<file path="src/rtl/owtm_pkg.sv">
// Shared types, register map and helpers for the one-wire temperature master.
`default_nettype none
package owtm_pkg;
  localparam int unsigned ADDR_W = 5;
  localparam int unsigned DATA_W = 32;

  typedef enum logic [2:0] {
    REG_RESET_LOW, REG_RESET_REL, REG_PRES_LOW, REG_PRES_HIGH,
    REG_SHORT, REG_LONG, REG_RD_SAMPLE, REG_RD_REC
  } reg_idx_t;

  typedef enum logic [2:0] {
    MODE_NONE = 3'd0, MODE_RESET = 3'd1, MODE_WRITE = 3'd2, MODE_READ = 3'd3,
    MODE_MEASURE = 3'd4
  } mode_t;

  typedef enum logic [1:0] { OP_RESET, OP_WRITE, OP_READ } op_t;

  typedef struct packed {
    logic [9:0] reset_low_ticks;
    logic [7:0] reset_release_ticks;
    logic [7:0] presence_low_timeout;
    logic [7:0] presence_high_timeout;
    logic [5:0] short_pulse_ticks;
    logic [7:0] long_slot_ticks;
    logic [5:0] read_sample_ticks;
    logic [7:0] read_recovery_ticks;
  } cfg_t;

  localparam cfg_t CFG_RESET = '{10'd750, 8'd15, 8'd200, 8'd240, 6'd2, 8'd60, 6'd12, 8'd50};

  function automatic op_t measure_kind(input logic [2:0] step);
    case (step)
      3'd0, 3'd3: measure_kind = OP_RESET;
      3'd6, 3'd7: measure_kind = OP_READ;
      default:    measure_kind = OP_WRITE;
    endcase
  endfunction

  function automatic logic [7:0] measure_byte(input logic [2:0] step);
    case (step)
      3'd1, 3'd4: measure_byte = 8'hCC;
      3'd2:       measure_byte = 8'h44;
      3'd5:       measure_byte = 8'hBE;
      default:    measure_byte = 8'h00;
    endcase
  endfunction

  // |raw| saturated at 2047, times 5/8 truncated, sign restored
  function automatic logic [11:0] to_tenths(input logic [15:0] raw);
    logic        neg;
    logic [15:0] mag;
    logic [10:0] sat;
    logic [13:0] prod;
    logic [11:0] t;
    neg  = raw[15];
    mag  = neg ? (16'd0 - raw) : raw;
    sat  = (mag > 16'd2047) ? 11'd2047 : mag[10:0];
    prod = {3'd0, sat} + {1'b0, sat, 2'b00};
    t    = {1'b0, prod[13:3]};
    to_tenths = neg ? (12'd0 - t) : t;
  endfunction
endpackage
`default_nettype wire

</file>
<file path="src/rtl/owtm_regs.sv">
// APB register file for the slot timing settings.
`default_nettype none
module owtm_regs (
  input  wire logic                        clk,
  input  wire logic                        rst,
  input  wire logic                        psel,
  input  wire logic                        penable,
  input  wire logic                        pwrite,
  input  wire logic [owtm_pkg::ADDR_W-1:0] paddr,
  input  wire logic [owtm_pkg::DATA_W-1:0] pwdata,
  output logic      [owtm_pkg::DATA_W-1:0] prdata,
  output owtm_pkg::cfg_t                   cfg
);
  import owtm_pkg::*;
  logic     wr;
  reg_idx_t idx;
  assign wr  = psel && penable && pwrite && (paddr[1:0] == 2'b00);
  assign idx = reg_idx_t'(paddr[4:2]);

  always_ff @(posedge clk) begin
    if (rst) begin
      cfg <= CFG_RESET;
    end else if (wr) begin
      case (idx)
        REG_RESET_LOW: cfg.reset_low_ticks       <= pwdata[9:0];
        REG_RESET_REL: cfg.reset_release_ticks   <= pwdata[7:0];
        REG_PRES_LOW:  cfg.presence_low_timeout  <= pwdata[7:0];
        REG_PRES_HIGH: cfg.presence_high_timeout <= pwdata[7:0];
        REG_SHORT:     cfg.short_pulse_ticks     <= pwdata[5:0];
        REG_LONG:      cfg.long_slot_ticks       <= pwdata[7:0];
        REG_RD_SAMPLE: cfg.read_sample_ticks     <= pwdata[5:0];
        REG_RD_REC:    cfg.read_recovery_ticks   <= pwdata[7:0];
        default: ;
      endcase
    end
  end

  always_comb begin
    prdata = '0;
    case (idx)
      REG_RESET_LOW: prdata = {22'd0, cfg.reset_low_ticks};
      REG_RESET_REL: prdata = {24'd0, cfg.reset_release_ticks};
      REG_PRES_LOW:  prdata = {24'd0, cfg.presence_low_timeout};
      REG_PRES_HIGH: prdata = {24'd0, cfg.presence_high_timeout};
      REG_SHORT:     prdata = {26'd0, cfg.short_pulse_ticks};
      REG_LONG:      prdata = {24'd0, cfg.long_slot_ticks};
      REG_RD_SAMPLE: prdata = {26'd0, cfg.read_sample_ticks};
      REG_RD_REC:    prdata = {24'd0, cfg.read_recovery_ticks};
      default:       prdata = '0;
    endcase
  end
endmodule
`default_nettype wire

</file>
<file path="src/rtl/owtm_core.sv">
// Bus sequencer: one tick per beat, one result beat per tick.
`default_nettype none
module owtm_core (
  input  wire logic           clk,
  input  wire logic           rst,
  input  wire owtm_pkg::cfg_t cfg,
  input  wire logic           step,
  input  wire logic [2:0]     mode,
  input  wire logic           line_in,
  input  wire logic [7:0]     write_data,
  output logic                drive_low,
  output logic                busy_res,
  output logic                done_res,
  output logic                presence_error,
  output logic [7:0]          read_data,
  output logic signed [11:0]  temperature_tenths
);
  import owtm_pkg::*;

  typedef enum logic [3:0] {
    PH_IDLE, PH_RST_LOW, PH_RST_REL, PH_CHK_LOW, PH_CHK_HIGH,
    PH_WR_LOW, PH_WR_HIGH, PH_RD_LOW, PH_RD_WAIT, PH_RD_REC
  } phase_t;

  phase_t      phase, phase_next, ph;
  logic [9:0]  tick_count, tick_next, tc, tinc;
  logic [2:0]  bit_index, bit_next;
  logic [7:0]  shift_byte, shift_next;
  logic [2:0]  sequence_step, step_next;
  logic [2:0]  active_command, cmd_next;
  logic [7:0]  low_byte_hold, low_next;
  logic        presence_flag, pres_next;
  logic [7:0]  read_byte_reg, rd_next;
  logic [11:0] temperature_reg, temp_next;
  logic        drive, done, end_op, tdone, b;
  logic [9:0]  dur;
  op_t         k;
  logic [7:0]  kb;

  always_comb begin
    phase_next = phase; tick_next = tick_count; bit_next = bit_index;
    shift_next = shift_byte; step_next = sequence_step; cmd_next = active_command;
    low_next = low_byte_hold; pres_next = presence_flag; rd_next = read_byte_reg;
    temp_next = temperature_reg; drive = 1'b0; done = 1'b0; end_op = 1'b0;
    ph = phase; tc = tick_count; k = OP_RESET; kb = 8'd0;
    // launch a command from idle
    if (phase == PH_IDLE && mode >= MODE_RESET && mode <= MODE_MEASURE) begin
      cmd_next = mode; step_next = 3'd0; tc = '0; bit_next = 3'd0;
      case (mode)
        MODE_RESET: ph = PH_RST_LOW;
        MODE_WRITE: begin ph = PH_WR_LOW; shift_next = write_data; end
        MODE_READ:  begin ph = PH_RD_LOW; shift_next = 8'd0; end
        default:    ph = PH_RST_LOW;
      endcase
    end
    b = shift_next[0];
    case (ph)
      PH_RST_LOW:  dur = cfg.reset_low_ticks;
      PH_RST_REL:  dur = {2'd0, cfg.reset_release_ticks};
      PH_WR_LOW:   dur = b ? {4'd0, cfg.short_pulse_ticks} : {2'd0, cfg.long_slot_ticks};
      PH_WR_HIGH:  dur = b ? {2'd0, cfg.long_slot_ticks} : {4'd0, cfg.short_pulse_ticks};
      PH_RD_LOW:   dur = {4'd0, cfg.short_pulse_ticks};
      PH_RD_WAIT:  dur = {4'd0, cfg.read_sample_ticks};
      default:     dur = {2'd0, cfg.read_recovery_ticks};
    endcase
    tinc  = tc + 10'd1;
    tdone = tinc >= dur;
    tick_next = tdone ? 10'd0 : tinc;
    phase_next = ph;
    case (ph)
      PH_RST_LOW: begin drive = 1'b1; if (tdone) phase_next = PH_RST_REL; end
      PH_RST_REL: if (tdone) phase_next = PH_CHK_LOW;
      PH_CHK_LOW: begin
        tick_next = tinc;
        if (tc >= {2'd0, cfg.presence_low_timeout}) begin
          pres_next = 1'b1; end_op = 1'b1; tick_next = tc;
        end else if (!line_in) begin
          tick_next = '0; phase_next = PH_CHK_HIGH;
        end
      end
      PH_CHK_HIGH: begin
        tick_next = tinc;
        if (tc >= {2'd0, cfg.presence_high_timeout}) begin
          pres_next = 1'b1; end_op = 1'b1; tick_next = tc;
        end else if (line_in) begin
          pres_next = 1'b0; end_op = 1'b1; tick_next = tc;
        end
      end
      PH_WR_LOW: begin drive = 1'b1; if (tdone) phase_next = PH_WR_HIGH; end
      PH_WR_HIGH: if (tdone) begin
        shift_next = {1'b0, shift_next[7:1]};
        if (bit_next == 3'd7) end_op = 1'b1;
        else begin bit_next = bit_next + 3'd1; phase_next = PH_WR_LOW; end
      end
      PH_RD_LOW: begin drive = 1'b1; if (tdone) phase_next = PH_RD_WAIT; end
      PH_RD_WAIT: if (tdone) begin
        shift_next = {line_in, shift_next[7:1]}; phase_next = PH_RD_REC;
      end
      PH_RD_REC: if (tdone) begin
        if (bit_next == 3'd7) end_op = 1'b1;
        else begin bit_next = bit_next + 3'd1; phase_next = PH_RD_LOW; end
      end
      default: begin phase_next = PH_IDLE; tick_next = tc; end
    endcase
    if (end_op) begin
      if (ph == PH_RD_REC) begin
        rd_next = shift_next;
        if (cmd_next == MODE_MEASURE) begin
          if (step_next == 3'd6) low_next = shift_next;
          else if (step_next == 3'd7) temp_next = to_tenths({shift_next, low_byte_hold});
        end
      end
      if (cmd_next == MODE_MEASURE && step_next != 3'd7) begin
        step_next = step_next + 3'd1;
        k = measure_kind(step_next); kb = measure_byte(step_next);
        tick_next = '0; bit_next = 3'd0;
        case (k)
          OP_RESET: phase_next = PH_RST_LOW;
          OP_WRITE: begin shift_next = kb; phase_next = PH_WR_LOW; end
          default:  begin shift_next = 8'd0; phase_next = PH_RD_LOW; end
        endcase
      end else begin
        phase_next = PH_IDLE; tick_next = '0; step_next = 3'd0; done = 1'b1;
      end
    end
  end

  always_ff @(posedge clk) begin
    if (rst) begin
      phase <= PH_IDLE; tick_count <= '0; bit_index <= '0; shift_byte <= '0;
      sequence_step <= '0; active_command <= '0; low_byte_hold <= '0;
      presence_flag <= 1'b0; read_byte_reg <= '0; temperature_reg <= '0;
      drive_low <= 1'b0; busy_res <= 1'b0; done_res <= 1'b0; presence_error <= 1'b0;
      read_data <= '0; temperature_tenths <= '0;
    end else if (step) begin
      phase <= phase_next; tick_count <= tick_next; bit_index <= bit_next;
      shift_byte <= shift_next; sequence_step <= step_next; active_command <= cmd_next;
      low_byte_hold <= low_next; presence_flag <= pres_next; read_byte_reg <= rd_next;
      temperature_reg <= temp_next;
      drive_low <= drive; busy_res <= (phase_next != PH_IDLE); done_res <= done;
      presence_error <= pres_next; read_data <= rd_next;
      temperature_tenths <= temp_next;
    end
  end
endmodule
`default_nettype wire

</file>
<file path="src/rtl/onewire_temp_sensor_master_top.sv">
// Top level of the one-wire temperature sensor bus master.
// The result beat is registered and appears in the cycle after its tick beat is accepted.
// Throughput: one tick beat per cycle; the result register frees as the
// next beat enters, so in_ready follows out_ready or an empty output slot.
// Reset (rst, synchronous): phase idle, counters and result registers cleared,
// timing registers back to their default values.
`default_nettype none
module onewire_temp_sensor_master_top (
  input  wire logic        clk,
  input  wire logic        rst,
  input  wire logic        in_valid,
  output logic             in_ready,
  input  wire logic [2:0]  mode,
  input  wire logic        line_in,
  input  wire logic [7:0]  write_data,
  output logic             out_valid,
  input  wire logic        out_ready,
  output logic             drive_low,
  output logic             busy_res,
  output logic             done_res,
  output logic             presence_error,
  output logic [7:0]       read_data,
  output logic signed [11:0] temperature_tenths,
  input  wire logic        psel,
  input  wire logic        penable,
  input  wire logic        pwrite,
  input  wire logic [owtm_pkg::ADDR_W-1:0] paddr,
  input  wire logic [owtm_pkg::DATA_W-1:0] pwdata,
  output logic [owtm_pkg::DATA_W-1:0]      prdata,
  output logic             pready
);
  import owtm_pkg::*;
  cfg_t cfg;
  logic step;

  assign pready   = 1'b1;
  // take a new beat whenever the held result leaves or none is held
  assign in_ready = !out_valid || out_ready;
  assign step     = in_valid && in_ready;

  always_ff @(posedge clk) begin
    if (rst) out_valid <= 1'b0;
    else if (in_ready) out_valid <= in_valid;
  end

  owtm_regs u_regs (
    .clk, .rst, .psel, .penable, .pwrite, .paddr, .pwdata, .prdata, .cfg
  );

  owtm_core u_core (
    .clk, .rst, .cfg, .step, .mode, .line_in, .write_data,
    .drive_low, .busy_res, .done_res, .presence_error, .read_data, .temperature_tenths
  );
endmodule
`default_nettype wire

</file>
<file path="config.mk">
export PLATFORM = sky130hd
export DESIGN_NAME = onewire_temp_sensor_master_top
export DESIGN_NICKNAME = d
export VERILOG_FILES = /design/src/rtl/owtm_pkg.sv /design/src/rtl/owtm_regs.sv /design/src/rtl/owtm_core.sv /design/src/rtl/onewire_temp_sensor_master_top.sv
export SDC_FILE = /design/constraint.sdc
export NUM_CORES = 1
export LEC_CHECK = 0
export ABC_AREA = 1
export BUFFER_PORTS_ARGS = -buffer_cell sky130_fd_sc_hd__buf_2
export CORE_MARGIN = 4
export CORE_UTILIZATION = 30
export CTS_CLUSTER_SIZE = 16
export DETAILED_ROUTE_END_ITERATION = 8
export MAX_ROUTING_LAYER = met4
export PLACE_DENSITY_LB_ADDON = 0.15
export SYNTH_ARGS = -nofsm -noshare
export SYNTH_HDL_FRONTEND = slang
export SYNTH_SLANG_ARGS = --single-unit
</file>
<file path="constraint.sdc">
create_clock -name clk -period 17.9 [get_ports clk]
set_clock_uncertainty 0.15 [all_clocks]
set_input_delay 1.79 -clock clk [delete_from_list [all_inputs] [get_ports clk]]
set_output_delay 1.79 -clock clk [all_outputs]
set_load 0.01 [all_outputs]
</file>
==> impl_results.md <==
- Leak Pwr: 4.75 nW
- Most frequent cells after synthesis: 272 x nand2_1, 177 x inv_1, 126 x dfxtp_1
- Critical path's largest stage delay: 0.40 ns
- Startpoint types: primary input
- P_int: 0.597 mW
- Synth Area in XOR/XNOR: 0.0138
- Grt ovf: 0
- Most used DFF post-synth: dfxtp_1
- Crit path capture type: flip-flop
- WL per Instance: 15.8 um
- Syn-to-layout area delta: 13.4%
- Simple-gate share of the synthesized area: 0.291
- Root buf cell: clkbuf_16
- Die H: 180 um
- Vias in the first global route: 8504
- Post-CTS Setup Inserts: 0
- Clk slew on worst S/H paths: 0.07 ns
- CTS tree: built
- Gate power share: 0.347
- Final WL: 28.4 mm
- GP Congestion: 0.932
- First-pass GRT wire length: 45.7 mm
- TNS Setup: 0 ns
- Worst Hold Class: flip-flop to flip-flop
- Pin count of the biggest net entering global routing: 87
- I/O pin count: 115
- GR Util All Layers: 0.178
- Pre-antenna DRT Iters: 5
- Number of fill cells: 3198
- Routed vias/inst: 5.01
- Ratio of total power to cell area: 97.8 nW/um^2
- H-tree depth: 4
- Worst-case clock buffer depth: 2
- Yosys reg bits: 126
- HPWL Detailed: 21.2 mm
- # DRC: 0
- Post-synth cell types: 56
- FMAX: 113 MHz
- Top cell type by total area after synthesis: dfxtp_1
- Hold Fails Final Rpt: 0
- Sw Pwr: 0.389 mW
- Worst-Margin Slew: 1.11 ns
- Cts hold-fix bufs: 0
- Synth Area in Adders: 0.0619
- Vias post-DR: 8988
- Final ANT Viol Nets: 0
- Crit path top cell by count: nand2_1
- Mean Syn Cell Area: 6.62 um^2
- Post-synthesis mux area share: 0
- Seq/Total Area, Yosys: 0.284
- Footprint of the multi-input gates: 5360 um^2
- Complex-gate fraction of the synthesized area: 0.227
- Count leader, synth: nand2_1
- Core Region: 28900 um^2
- Part of the power in registers: 0.293
- Fraction of layout cells with a size suffix above 1: 0.136
- WP buf/inv: 7
- EDFF count, synth: 0
- Maximum vdd drop: 63.3 uV
- Slowest CP cell: ha_1
- Synth Instances: 1342
- Num CTS Buffers: 17
- Crit path max-delay family: simple AND/OR/NAND/NOR gates
- Clock Latency Late Sink: 0.43 ns
- Worst Path Arrival: 9.04 ns
- Port Buffers: 69
- Antenna cells: 0
- Unrepaired setup endpoints after global routing: false
- CP Data Required Time: 18.07 ns
- Cells resized by post-CTS repair: 0
- Num rows: 62
- Hold slack: 0.313 ns
- Initial Util: 0.307
- Tcrit/Tclk final: 0.495
- 1st-iter DRT viols: 591
- Nets@finish: 1498
- Largest family of logic cells by synthesized area: simple AND/OR/NAND/NOR gates
- Max cap viols: 0
- Storage element area: 2520 um^2
- Die ar.: 32400 um^2
- Clk pwr share: 0.359
- Antenna violations before repair: 0
- Total number of yosys warnings: 0
- Relative slew margins: 0.254
- Sink Count: 126
- Synth async-reset ratio: 0
- Synth top area share: 0.284
- Minimum clock period: 8.87 ns
- Status: completed
- Worst-path fanout max: 28
- Slew Viols, Final: 0
- Sw Share: 0.395
- Die width: 180 um
- CP Class: primary input to flip-flop
- Cell area after synthesis: 8890 um^2
- Final setup violation count: 0
- Synth top area cells: dfxtp_1 28%, nand2_1 11%, inv_1 7.5%, o21ai_0 6.3%, ha_1 6.2%
[placed cells by master, fill, tap and decap left out, drive strengths merged, types with 14 or more instances in the layout]
cell    Yosys  final
clkbuf     25     17
nor2      136    136
nand3      86     86
buf        34     75
nor3       21     21
o211ai     33     33
inv       194    198
nand4      14     14
conb        2     23
nand2     294    294
o21ai     125    125
a21oi     105    105
o22ai      17     17
ha         44     44
dfxtp     126    126
[power groups by stage]
stage | Combinational (mW) | Clock [mW] | Sequential [mW]
after detailed placement | 0.339 | 0 | 0.295
after floorplan | 0.262 | 0 | 0.295
after global routing | 0.391 | 0.374 | 0.290
after global placement | 0.338 | 0 | 0.295
final | 0.342 | 0.354 | 0.289
after CTS | 0.341 | 0.361 | 0.289
[per-layer routing]
metal	wire [um]	share of wire	up-vias	global-route usage
met5	0	0	-	-
met4	461	0.016	0	0.0457
met3	1170	0.041	29	0.0315
met2	13100	0.46	201	0.285
met1	13700	0.48	4192	0.234
li1	-	-	4566	-
[area by class of cell]
type                            instances  area share
Multi-Input combinational cell        982       0.532
Sequential cell                       126       0.250
Inverter                              196      0.0730
Tap cell                              384      0.0477
Clock buffer                           17      0.0422
Timing Repair Buffer                   75      0.0387
Clock inverter                         15      0.0161
[tightest hold or removal path, delay by kind of cell (launching register included)]
kind | cells | cell delay [ns]
simple gates | 1 | 0.06
flops | 1 | 0.31
compound gates | 1 | 0.05
[sequential cells by signal, indices dropped and copies added, names as in the netlist, 3 cells and up]
signal,cells
u_core.active_command,3
u_core.bit_index,3
u_core.low_byte_hold,8
u_core.phase,4
u_core.read_data,8
u_core.sequence_step,3
u_core.shift_byte,8
u_core.temperature_tenths,12
u_core.tick_count,10
u_regs.cfg,62
[path summary, 6_finish.rpt]
path                                                 endpoint                     from  cells after the start  slack (ns)
worst max-delay path            u_core.temperature_tenths[10]                  mode[0]                     44        9.03
worst min-delay path                  u_core.sequence_step[1]  u_core.sequence_step[1]                      2        0.31
worst max register to register  u_core.temperature_tenths[10]          u_core.phase[3]                     44       10.03
worst min register to register        u_core.sequence_step[1]  u_core.sequence_step[1]                      2        0.31
[cell families (layout without fill, tap and decap cells)]
family / count (synthesis) / after routing
compound gates: 336 / 336
xor+xnor: 14 / 14
fa+ha+maj: 44 / 44
buf+inv: 255 / 303
flops: 126 / 126
other cells: 2 / 23
simple gates: 565 / 565
[per-stage QoR]
step                      instance area, um^2  cells  utilization  total power [mW]  setup WS [ns]
after floorplan                          8970   1363            -             0.557          10.75
after global placement                   9490   1763        0.328             0.633           8.63
after global routing                    10100   1795        0.348              1.05           8.24
after CTS                               10100   1795        0.348             0.991           9.03
final                                   10100   1795        0.348             0.986           9.03
after detailed placement                 9490   1763        0.328             0.634           8.59
(Power assumes the default switching activity.)
